File: src/assert_macros.svh
// ---------------------------------------------------------------------------
// assert_macros.svh
// Shared assertion macros for the character write sequencer.
// ---------------------------------------------------------------------------
`ifndef ASSERT_MACROS_SVH
`define ASSERT_MACROS_SVH

// Clocked check, disabled while reset is high.
`define CLSQ_ASSERT(lbl, clk, rst, prop) \
  lbl: assert property (@(posedge clk) disable iff (rst) prop) \
    else $error("clsq assertion failed");

// Clocked check that also holds during reset.
`define CLSQ_ASSERT_ALWAYS(lbl, clk, prop) \
  lbl: assert property (@(posedge clk) prop) \
    else $error("clsq assertion failed");

`endif

File: src/clsq_pkg.sv
// ---------------------------------------------------------------------------
// clsq_pkg
// Types and constants of the character LCD write sequencer.
// ---------------------------------------------------------------------------
package clsq_pkg;

  typedef enum logic [1:0] {
    MODE_CHAR   = 2'd0,
    MODE_STATUS = 2'd1,
    MODE_ALLOW  = 2'd2,
    MODE_BREAK  = 2'd3
  } mode_t;

  typedef enum logic [1:0] {
    OP_DATA = 2'd0,
    OP_CTRL = 2'd1,
    OP_READ = 2'd2
  } bus_op_t;

  typedef enum logic [2:0] {
    ST_IDLE    = 3'd0,
    ST_ADDR    = 3'd1,
    ST_SETADDR = 3'd2,
    ST_CMD     = 3'd3,
    ST_CHAR    = 3'd4
  } step_t;

  localparam int MAX_RES = 6;

  localparam logic [6:0] LINE_END    = 7'd15;
  localparam logic [6:0] SECOND_LINE = 7'h40;

  localparam logic [7:0] CTL_STATUS_BEGIN = 8'h03;
  localparam logic [7:0] CTL_STATUS_END   = 8'h02;
  localparam logic [7:0] CTL_CMD_STROBE   = 8'h01;
  localparam logic [7:0] CTL_CMD_RELEASE  = 8'h00;
  localparam logic [7:0] CTL_CHR_STROBE   = 8'h05;
  localparam logic [7:0] CTL_CHR_RELEASE  = 8'h04;
  localparam logic [7:0] SET_ADDR_BYTE    = 8'hC0;

  localparam logic [7:0] CHAR_BLOCK   = 8'h42;
  localparam logic [7:0] CHAR_ZERO    = 8'h30;
  localparam logic [7:0] CHAR_NEWLINE = 8'h0A;

  localparam logic [7:0] CLEAR_CMDS [4] = '{8'h01, 8'h06, 8'h0f, 8'h02};

  typedef struct packed {
    step_t      step;
    logic [7:0] pending_char;
    logic       line_break_pending;
    logic       output_blocked;
    logic [2:0] clear_command_index;
    logic       inside_clear;
  } seq_state_t;

  typedef struct packed {
    bus_op_t    op;
    logic [7:0] value;
    logic       last;
    logic       finished;
  } res_t;

  typedef struct packed {
    res_t [MAX_RES-1:0] item;
    logic [2:0]         n;
  } res_list_t;

endpackage

File: src/clsq_req_if.sv
// ---------------------------------------------------------------------------
// clsq_req_if
// Input channel: mode and value with valid/ready handshake.
// ---------------------------------------------------------------------------
interface clsq_req_if;
  logic       valid;
  logic       ready;
  logic [1:0] mode;
  logic [7:0] value;

  modport source (output valid, mode, value, input ready);
  modport sink (input valid, mode, value, output ready);
endinterface

File: src/clsq_rsp_if.sv
// ---------------------------------------------------------------------------
// clsq_rsp_if
// Output channel: one bus operation per item with valid/ready handshake.
// ---------------------------------------------------------------------------
interface clsq_rsp_if;
  logic       valid;
  logic       ready;
  logic [1:0] bus_op;
  logic [7:0] bus_value;
  logic       last;
  logic       finished;

  modport source (output valid, bus_op, bus_value, last, finished, input ready);
  modport sink (input valid, bus_op, bus_value, last, finished, output ready);
endinterface

File: src/char_lcd_write_sequencer_top.sv
// ---------------------------------------------------------------------------
// char_lcd_write_sequencer_top
// Turns characters and status bytes into character LCD bus operations.
// An accepted item is held in the stage registers, then loaded into the output
// buffer that offers its operations. Throughput: one item per cycle for items
//   without operations while the buffer is free; others wait for the single output port to drain it.
// Reset (rst, synchronous): sequencer idle, output allowed, no break pending.
// ---------------------------------------------------------------------------
`include "assert_macros.svh"

module char_lcd_write_sequencer_top
  import clsq_pkg::*;
(
  input logic        clk,
  input logic        rst,
  clsq_req_if.sink   req,
  clsq_rsp_if.source rsp
);

  logic       stg_valid;
  logic [1:0] stg_mode;
  logic [7:0] stg_value;

  seq_state_t state;
  seq_state_t state_next;
  res_list_t  ops;
  res_list_t  buf_q;
  logic [2:0] cnt;
  logic [2:0] rd;

  logic rsp_fire;
  logic buf_free;
  logic load;

  clsq_core u_core (
    .state      (state),
    .mode       (stg_mode),
    .value      (stg_value),
    .state_next (state_next),
    .ops        (ops)
  );

  assign rsp_fire  = rsp.valid && rsp.ready;
  assign buf_free  = (cnt == 3'd0) || (rsp_fire && rd == cnt - 3'd1);
  assign load      = stg_valid && buf_free;
  assign req.ready = !stg_valid || buf_free;

  always_ff @(posedge clk) begin
    if (rst) begin
      stg_valid <= 1'b0;
    end else if (req.valid && req.ready) begin
      stg_valid <= 1'b1;
    end else if (load) begin
      stg_valid <= 1'b0;
    end
  end

  always_ff @(posedge clk) begin
    if (req.valid && req.ready) begin
      stg_mode  <= req.mode;
      stg_value <= req.value;
    end
  end

  always_ff @(posedge clk) begin
    if (rst) begin
      state <= '{step: ST_IDLE, pending_char: 8'h00, line_break_pending: 1'b0,
                 output_blocked: 1'b0, clear_command_index: 3'd0, inside_clear: 1'b0};
      cnt   <= 3'd0;
      rd    <= 3'd0;
    end else if (load) begin
      state <= state_next;
      cnt   <= ops.n;
      rd    <= 3'd0;
    end else if (rsp_fire) begin
      if (rd == cnt - 3'd1) begin
        cnt <= 3'd0;
        rd  <= 3'd0;
      end else begin
        rd <= rd + 3'd1;
      end
    end
  end

  always_ff @(posedge clk) begin
    if (load) begin
      buf_q <= ops;
    end
  end

  assign rsp.valid     = (cnt != 3'd0);
  assign rsp.bus_op    = buf_q.item[rd].op;
  assign rsp.bus_value = buf_q.item[rd].value;
  assign rsp.last      = buf_q.item[rd].last;
  assign rsp.finished  = buf_q.item[rd].finished;

  `CLSQ_ASSERT(a_rd_in_range, clk, rst, (cnt != 3'd0) |-> (rd < cnt))
  `CLSQ_ASSERT(a_cnt_bound, clk, rst, cnt <= 3'(MAX_RES))
  `CLSQ_ASSERT_ALWAYS(a_reset_empty, clk, rst |=> !rsp.valid)
  `CLSQ_ASSERT(a_tail_is_last, clk, rst, (rsp.valid && rd == cnt - 3'd1) |-> rsp.last)
  `CLSQ_ASSERT(a_finished_idle, clk, rst,
    (rsp.valid && rsp.finished) |-> (rsp.last && state.step == ST_IDLE))
  `CLSQ_ASSERT(a_busy_holds_stage, clk, rst, (stg_valid && !buf_free) |-> !req.ready)

endmodule

File: src/clsq_core.sv
// ---------------------------------------------------------------------------
// clsq_core
// Next-state and bus operation list for one input item.
// ---------------------------------------------------------------------------
module clsq_core
  import clsq_pkg::*;
(
  input  seq_state_t  state,
  input  logic [1:0]  mode,
  input  logic [7:0]  value,
  output seq_state_t  state_next,
  output res_list_t   ops
);

  function automatic res_list_t push(res_list_t l, bus_op_t op, logic [7:0] v);
    res_list_t r;
    r = l;
    if (r.n < 3'(MAX_RES)) begin
      r.item[r.n].op       = op;
      r.item[r.n].value    = v;
      r.item[r.n].last     = 1'b0;
      r.item[r.n].finished = 1'b0;
      r.n = r.n + 3'd1;
    end
    return r;
  endfunction

  function automatic res_list_t poll(res_list_t l);
    res_list_t r;
    r = push(push(l, OP_CTRL, CTL_STATUS_BEGIN), OP_READ, 8'h00);
    r.item[r.n - 3'd1].last = 1'b1;
    return r;
  endfunction

  function automatic res_list_t finish(res_list_t l);
    res_list_t r;
    r = l;
    if (r.n != 3'd0) begin
      r.item[r.n - 3'd1].last     = 1'b1;
      r.item[r.n - 3'd1].finished = 1'b1;
    end
    return r;
  endfunction

  seq_state_t s;
  res_list_t  l;
  logic       busy;
  logic [6:0] addr;
  logic       run_setaddr;
  logic       run_clear;

  always_comb begin
    s           = state;
    l           = '0;
    busy        = value[7];
    addr        = value[6:0];
    run_setaddr = 1'b0;
    run_clear   = 1'b0;
    case (mode)
      MODE_CHAR: begin
        if (state.step == ST_IDLE && !state.output_blocked && value != 8'h00) begin
          if (value == CHAR_BLOCK) begin
            s.output_blocked = 1'b1;
          end else begin
            s.pending_char        = value;
            s.inside_clear        = 1'b0;
            s.clear_command_index = 3'd0;
            l = poll(l);
            s.step = ST_ADDR;
          end
        end
      end
      MODE_STATUS: begin
        if (state.step != ST_IDLE) begin
          l = push(l, OP_CTRL, CTL_STATUS_END);
          case (state.step)
            ST_ADDR: begin
              if (addr > LINE_END && addr < SECOND_LINE) begin
                l = poll(l);
                s.step = ST_SETADDR;
              end else begin
                run_setaddr = 1'b1;
              end
            end
            ST_SETADDR: begin
              if (busy) begin
                l = poll(l);
              end else begin
                l = push(l, OP_DATA, SET_ADDR_BYTE);
                l = push(l, OP_CTRL, CTL_CMD_STROBE);
                l = push(l, OP_CTRL, CTL_CMD_RELEASE);
                run_setaddr = 1'b1;
              end
            end
            ST_CMD: begin
              if (busy) begin
                l = poll(l);
              end else begin
                l = push(l, OP_DATA, CLEAR_CMDS[state.clear_command_index[1:0]]);
                l = push(l, OP_CTRL, CTL_CMD_STROBE);
                l = push(l, OP_CTRL, CTL_CMD_RELEASE);
                if (state.clear_command_index < 3'd2) begin
                  s.clear_command_index = state.clear_command_index + 3'd1;
                  l = poll(l);
                end else if (state.clear_command_index == 3'd2) begin
                  l = poll(l);
                  s.step = ST_ADDR;
                end else begin
                  s.inside_clear        = 1'b0;
                  s.clear_command_index = 3'd0;
                  run_clear = 1'b1;
                end
              end
            end
            default: begin
              if (busy) begin
                l = poll(l);
              end else begin
                l = push(l, OP_DATA, state.inside_clear ? CHAR_ZERO : state.pending_char);
                l = push(l, OP_CTRL, CTL_CHR_STROBE);
                l = push(l, OP_CTRL, CTL_CHR_RELEASE);
                if (state.inside_clear) begin
                  s.clear_command_index = 3'd3;
                  l = poll(l);
                  s.step = ST_CMD;
                end else begin
                  l = finish(l);
                  s.step = ST_IDLE;
                end
              end
            end
          endcase
          if (run_setaddr) begin
            if (!s.inside_clear && s.line_break_pending) begin
              s.line_break_pending  = 1'b0;
              s.inside_clear        = 1'b1;
              s.clear_command_index = 3'd0;
              l = poll(l);
              s.step = ST_CMD;
            end else begin
              run_clear = 1'b1;
            end
          end
          if (run_clear) begin
            if (!s.inside_clear && s.pending_char == CHAR_NEWLINE) begin
              s.line_break_pending = 1'b1;
              l = finish(l);
              s.step = ST_IDLE;
            end else begin
              l = poll(l);
              s.step = ST_CHAR;
            end
          end
        end
      end
      MODE_ALLOW: begin
        s.output_blocked = 1'b0;
      end
      default: begin
        s.line_break_pending = 1'b1;
      end
    endcase
    state_next = s;
    ops        = l;
  end

endmodule
File: src/flat_wrapper.sv
// flat-port wrapper written by rule: the top's interface ports become plain ports
module char_lcd_write_sequencer_top_flat import clsq_pkg::*;
  (clk, rst, req_valid, req_mode, req_value, req_ready, rsp_valid, rsp_bus_op, rsp_bus_value, rsp_last, rsp_finished, rsp_ready);
  clsq_req_if req_i ();
  clsq_rsp_if rsp_i ();
  input logic clk;
  input logic rst;
  input wire logic [$bits(req_i.valid)-1:0] req_valid;
  input wire logic [$bits(req_i.mode)-1:0] req_mode;
  input wire logic [$bits(req_i.value)-1:0] req_value;
  output wire logic [$bits(req_i.ready)-1:0] req_ready;
  output wire logic [$bits(rsp_i.valid)-1:0] rsp_valid;
  output wire logic [$bits(rsp_i.bus_op)-1:0] rsp_bus_op;
  output wire logic [$bits(rsp_i.bus_value)-1:0] rsp_bus_value;
  output wire logic [$bits(rsp_i.last)-1:0] rsp_last;
  output wire logic [$bits(rsp_i.finished)-1:0] rsp_finished;
  input wire logic [$bits(rsp_i.ready)-1:0] rsp_ready;
  assign req_i.valid = req_valid;
  assign req_i.mode = req_mode;
  assign req_i.value = req_value;
  assign req_ready = req_i.ready;
  assign rsp_valid = rsp_i.valid;
  assign rsp_bus_op = rsp_i.bus_op;
  assign rsp_bus_value = rsp_i.bus_value;
  assign rsp_last = rsp_i.last;
  assign rsp_finished = rsp_i.finished;
  assign rsp_i.ready = rsp_ready;
  char_lcd_write_sequencer_top u_core (.clk(clk), .rst(rst), .req(req_i), .rsp(rsp_i));
endmodule
File: config.mk
export PLATFORM = sky130hd
export DESIGN_NAME = char_lcd_write_sequencer_top_flat
export DESIGN_NICKNAME = d
export VERILOG_FILES = /design/src/clsq_pkg.sv /design/src/clsq_req_if.sv /design/src/clsq_rsp_if.sv /design/src/char_lcd_write_sequencer_top.sv /design/src/clsq_core.sv /design/src/flat_wrapper.sv
export VERILOG_INCLUDE_DIRS = /design/src /design/src/src
export SDC_FILE = /design/constraint.sdc
export NUM_CORES = 1
export LEC_CHECK = 0
export BUFFER_PORTS_ARGS = -buffer_cell sky130_fd_sc_hd__buf_2
export CORE_MARGIN = 2
export CORE_UTILIZATION = 40
export CTS_CLUSTER_DIAMETER = 200
export CTS_CLUSTER_SIZE = 24
export DETAILED_ROUTE_END_ITERATION = 8
export SYNTH_ARGS = -nofsm -noshare
export SYNTH_HDL_FRONTEND = slang
export SYNTH_SLANG_ARGS = --single-unit
File: constraint.sdc
create_clock -name clk -period 6.1 [get_ports clk]
set_input_delay 1.22 -clock clk [delete_from_list [all_inputs] [get_ports clk]]
set_output_delay 1.22 -clock clk [all_outputs]
set_load 0.01 [all_outputs]
-- After elaboration in Yosys (flattened, before gate mapping)
Cells that the tools add are included.
- register bits: 106
- output and inout bits: 14
- word-level logic and storage cells: 783
- $add $sub $neg: 36
- magnitude comparators: 92
- equal/unequal tests: 13
- muxes and demuxes: 534
- bitwise logic cells: 3
- reductions and logical operators: 70
- operators by type and width (kind ; number):
    2-to-1 mux 75 bit ; 155
    bitwise mux 72 bit ; 108
    demux 12 bit (select 3 bit) ; 98
    2-to-1 mux 12 bit ; 22
    one-hot mux 75 bit (3 select lines) ; 1
    2-to-1 mux 10 bit ; 21
    one-hot mux 75 bit (2 select lines) ; 1
    2-to-1 mux 72 bit ; 2
    less-than comparator 3 x 4 -> 1 bit (second input constant) ; 34
    >= comparator 3 x 1 -> 1 bit (second input constant) ; 33
    2-to-1 mux 15 bit ; 5
    adder 3 x 1 -> 3 bit (second input constant) ; 23
    2-to-1 mux 2 bit ; 34
    less-than comparator 3 bit (second input constant) ; 21
    2-to-1 mux 3 bit ; 17
    2-to-1 mux 1 bit ; 47
    logical AND 1 bit ; 42
    subtractor 3 x 1 -> 3 bit (second input constant) ; 13
    binary-select mux 12 bit (select 3 bit) ; 1
    2-to-1 mux 4 bit ; 8
    2-to-1 mux 8 bit ; 3
    2-to-1 mux 11 bit ; 2
    binary-select mux 8 bit (select 2 bit) ; 1
    one-hot mux 3 bit (2 select lines) ; 2
    31 further kinds ; 54

-- Longest topological paths before layout
- word-level depth: 157
- mapped depth: 22
- mapped depth without buffers: 21

-- By module
Synthesis repeated with hierarchy kept, for this count alone.
- cells, all modules: 571
- area, all modules: 6058.3 um^2
- by module, submodules not included (module ; times used ; cells each ; area each (um^2) ; seq. area each (um^2)):
    char_lcd_write_sequencer_top ; 1 ; 240 ; 4036.4 ; 2942.8
    clsq_core ; 1 ; 331 ; 2021.9 ; 0.0

-- Least setup slack after synthesis
OpenSTA, ideal clock, no wires.
- path type: register -> register
- start: register u_core.stg_value[7]
- end: register u_core.buf_q[4] in the netlist's numbering (data pin)
- library setup time: 132 ps
- arrival time: 4978 ps
- required time: 5968 ps
- setup slack: 990 ps
- stages on the path, launching flop included: 23
- buffers on the path: 3
- period minus slack after synthesis: 5110 ps
- cell sequence: edfxtp_1 > buf_6 > nor4bb_1 > buf_4 > o21a_1 > o21ai_1 > nand2_1 > inv_1 > ha_1 > clkbuf_1 > a21o_1 > ha_1 > a31oi_1 > a211oi_1 > a21o_1 > and2_1 > mux2i_1 > ha_1 > nand2_1 > o2111ai_2 > a221o_1 > o41ai_2 > o311a_1
- word-level cells in the longest chain between the ends: 52
- elaborated cells on any way between the ends: 142
- classes of those cells: add/sub: 7; order compare: 18; eq/ne: 1; mux: 102; reduce/logical: 14
- RTL lines (element ; RTL line ; RTL):
    start: declaration ; char_lcd_write_sequencer_top.sv:22 ; logic [7:0] stg_value;
    start signal: assignment ; char_lcd_write_sequencer_top.sv:61 ; stg_value <= req.value;
    branches (longest 51 deep; another with adder 3 x 1 -> 3 bit) ; - ;
    one-hot mux 75 bit (2 select lines) * ; clsq_core.sv:59 ; case (mode)
    end signal: assignment ; char_lcd_write_sequencer_top.sv:87 ; buf_q <= ops;
    end: declaration ; char_lcd_write_sequencer_top.sv:27 ; res_list_t buf_q;
Every way passes the cells marked *. The select of a mux whose other input is x is not followed.
A chain may end at the register's enable or synchronous reset.

-- Worst setup path in the final report
- start: register u_core.state[1] (netlist name)
- end: register u_core.buf_q[52] in the netlist's numbering (data pin)
- word-level cells in the longest chain between the ends: 55
- elaborated cells on any way between the ends: 139
- classes of those cells: add/sub: 7; order compare: 19; eq/ne: 1; mux: 100; reduce/logical: 12
- RTL lines (element ; RTL line ; RTL):
    branches (longest 52 deep; another with less-than comparator 3 x 2 -> 1 bit) ; - ;
    2-to-1 mux 75 bit * ; clsq_core.sv:144 ; if (run_clear) begin
    2-to-1 mux 75 bit * ; clsq_core.sv:74 ; if (state.step != ST_IDLE) begin
    one-hot mux 75 bit (2 select lines) * ; clsq_core.sv:59 ;
Marked as above.

==> impl_metrics.env <==
export IMPL_finalHoldViolCount=0
export IMPL_tightest_slew_ns=1.16
export IMPL_layout_common_cells="nor2_1, edfxtp_1, a21oi_1"
export IMPL_crit_type="flip-flop to flip-flop"
export IMPL_wl_met2_mm=5.38
export IMPL_synthAdderAreaFrac_pct=3.28
export IMPL_cts_sinks=71
export IMPL_cts_buffers=9
export IMPL_wl_met3_um=610
export IMPL_yosysUniqueCellTypes=77
export IMPL_wirelength_met1_mm=5.53
export IMPL_final_common_cell="nor2_1"
export IMPL_vias_per_cell=5.86
export IMPL_synth_top_area_cell="edfxtp_1"
export IMPL_clkSlewWorstSetupHoldPaths_ns=0.06
export IMPL_area_growth_pct=12.3
export IMPL_required_ns=6.26
export IMPL_die_w_um=111
export IMPL_async_flop_share_pct=0
export IMPL_slew_headroom_pct=22.8
export IMPL_worstSetupStartpoint="u_core.state[1]"
export IMPL_synth_xor_area_share_pct=1.67
export IMPL_fin_util_pct=45.5
export IMPL_dr_pass1_iters=4
export IMPL_gp_congestion=0.925
export IMPL_drc=0
export IMPL_clockRootBuffer="clkbuf_16"
export IMPL_antenna_diode_count=0
export IMPL_grt_remaining_overflow=0
export IMPL_insertion_delay_ns=0.33
export IMPL_synth_top_family_by_area="compound AO/OA/AOI/OAI gates"
export IMPL_finalCritPeriodShare_pct=93.7
export IMPL_dieArea_sq_mm=0.0123
export IMPL_cts_htree_levels=3
export IMPL_clock_path_buffers=2
export IMPL_r2r_end="u_core.buf_q[52]"
export IMPL_final_period_minus_worst_setup_slack_ns=5.72
export IMPL_max_freq_mhz=175
export IMPL_status="finished, final reports clean"
export IMPL_crit_path_end_kind="flip-flop"
export IMPL_die_h_um=111
export IMPL_vdd_drop_max_mv=0.165
export IMPL_drt_iter0_drc=313
export IMPL_vias=3888
export IMPL_grt_pass1_wl_mm=19.0
export IMPL_start_util_pct=40.5
export IMPL_hold_depth=1
export IMPL_post_cts_buffers=0
export IMPL_hp_start="u_core.cnt[1]"
export IMPL_drv_slew=0
export IMPL_r2r_slack_ns=0.38
export IMPL_dp_hpwl_mm=8.69
export IMPL_synth_area_mux_share_pct=5.90
export IMPL_netlist_area_sq_mm=0.00458
export IMPL_p_total_uw=1240
export IMPL_fin_worst_skew_ns=0.00586
export IMPL_drt_total_wl_mm=11.7
export IMPL_cp_endpoint="u_core.buf_q[52]"
export IMPL_avgSynthCellArea_sq_um=9.22
export IMPL_leakagePower_uw=0.00186
export IMPL_hp_class="flip-flop to flip-flop"
export IMPL_maxCapViolations=0
export IMPL_synth_seq_area_share_pct=41.3
export IMPL_grt_max_degree=43
export IMPL_nNetsFinal=542
export IMPL_core_area_sq_mm=0.0113
export IMPL_tns_ns=0
export IMPL_crit_fanout=13
export IMPL_cts_tree="done"
export IMPL_synthFlopType="edfxtp_1"
export IMPL_wl_per_cell_um=17.6
export IMPL_grt_usage_pct=19.2
export IMPL_drive_above_1_share_pct=14.4
export IMPL_dr_max_layer_used="met4"
export IMPL_synth_edff_count=47
export IMPL_antenna_found_initial=0
export IMPL_n_fill_cell=1088
export IMPL_boundaryPins=28
export IMPL_netlist_instances=497
export IMPL_grt_pass1_vias=3663
export IMPL_r2r_start="u_core.state[1]"
export IMPL_synth_simple_gate_area_share_pct=20.7
export IMPL_dpl_instance_area_sq_mm=0.00483
export IMPL_yosysWarnings=0
export IMPL_startpoint_type="flip-flop"
export IMPL_synth_compound_area_share_pct=22.9
export IMPL_powerDensity_mw_per_mm2=242
export IMPL_io_buffers=27
export IMPL_rsz0062_at_grt="no"
export IMPL_ys_ff_latch=71
export IMPL_fin_area_sq_mm=0.00515
export IMPL_final_setup_viol_count=0
export IMPL_cp_arrival_ns=5.88
export IMPL_rows=39
export IMPL_ant_nets=0
export IMPL_synth_top_cell_area_share_pct=30.8
export IMPL_netlist_top_cells_area="edfxtp_1, dfxtp_1, a21oi_1"
export IMPL_reg2reg_depth=21
final cells by class:
type / count / area, sq um / share of cell area [%]
Multi-Input combinational cell: 382 / 2510 / 48.8
Sequential cell: 71 / 1890 / 36.7
Clock buffer: 9 / 225 / 4.37
Timing Repair Buffer: 33 / 180 / 3.50
Tap cell: 143 / 179 / 3.48
Clock inverter: 7 / 87.6 / 1.70
Inverter: 19 / 71.3 / 1.39
worst min-delay path by stage:
stage,end,slack [ns]
after floorplan,u_core.cnt[1],0.46
after global placement,u_core.stg_valid,0.48
after detailed placement,u_core.cnt[1],0.49
after CTS,u_core.cnt[1],0.50
after global routing,u_core.cnt[1],0.51
final,u_core.cnt[1],0.50
layer usage:
layer  global-route usage (%)  vias up
met1                     26.9     1856
met4                     6.50        0
met5                        0        -
li1                         -     1890
met3                     3.88       16
met2                     29.8      126
stage by stage:
stage                     worst slack [ns]  hold WS, ns  std cells
after CTS                            0.387        0.501        664
after detailed placement             0.418        0.488        648
after floorplan                      0.990        0.456        499
after global routing                0.0463        0.510        664
final                                0.382        0.501        664
after global placement               0.765        0.483        648
cell families after synthesis:
| logic type | Yosys count |
|---|---|
| fa+ha+maj | 12 |
| xor+xnor | 7 |
| flops | 71 |
| other cells | 1 |
| simple gates | 185 |
| compound gates | 151 |
| buf+inv | 46 |
| mux | 24 |
cell usage after synthesis, drive strengths merged, types with 6 or more instances:
library cell / number
clkbuf: 21
nand2: 37
o21ai: 26
a31oi: 10
mux2i: 18
o21a: 6
nand3: 8
dfxtp: 24
and2: 10
nor2b: 14
nand2b: 13
a22oi: 7
nor2: 53
inv: 19
a21oi: 43
edfxtp: 47
a211oi: 8
nor3: 22
buf: 6
ha: 12
report_power, final:
part | switching, uW | total, uW | internal (uW)
combinational | 103 | 161 | 57.6
clock | 192 | 546 | 354
sequential | 10.2 | 538 | 528
total | 306 | 1240 | 939
state kept, by name, summed over array words and instances (netlist names):
name / count
u_core.cnt: 3
u_core.rd: 3
u_core.buf_q: 37
u_core.stg_valid: 1
u_core.stg_mode: 2
u_core.stg_value: 8
u_core.state: 17
timing repair:
| item | 4_1_cts | 5_1_grt |
|---|---|---|
| hold buffers | 0 | 0 |
| gates resized for setup | 0 | 2 |
| endpoints found under the setup margin | 0 | 1 |
critical path: stages (launching register included):
cell	delay (ns)
dfxtp_1	0.37
inv_1	0.11
ha_1	0.25
nor2b_1	0.33
o21a_1	0.24
o21ai_2	0.12
nand2_1	0.16
inv_1	0.10
ha_1	0.44
a21o_1	0.22
ha_1	0.34
a31oi_1	0.06
a211oi_1	0.39
a21o_1	0.24
ha_1	0.29
or2_2	0.30
ha_1	0.32
nand2_1	0.10
o2111ai_2	0.14
a221o_1	0.38
o41ai_1	0.40
nor3b_2	0.25
No activity file was read; power rests on OpenSTA's default activity.
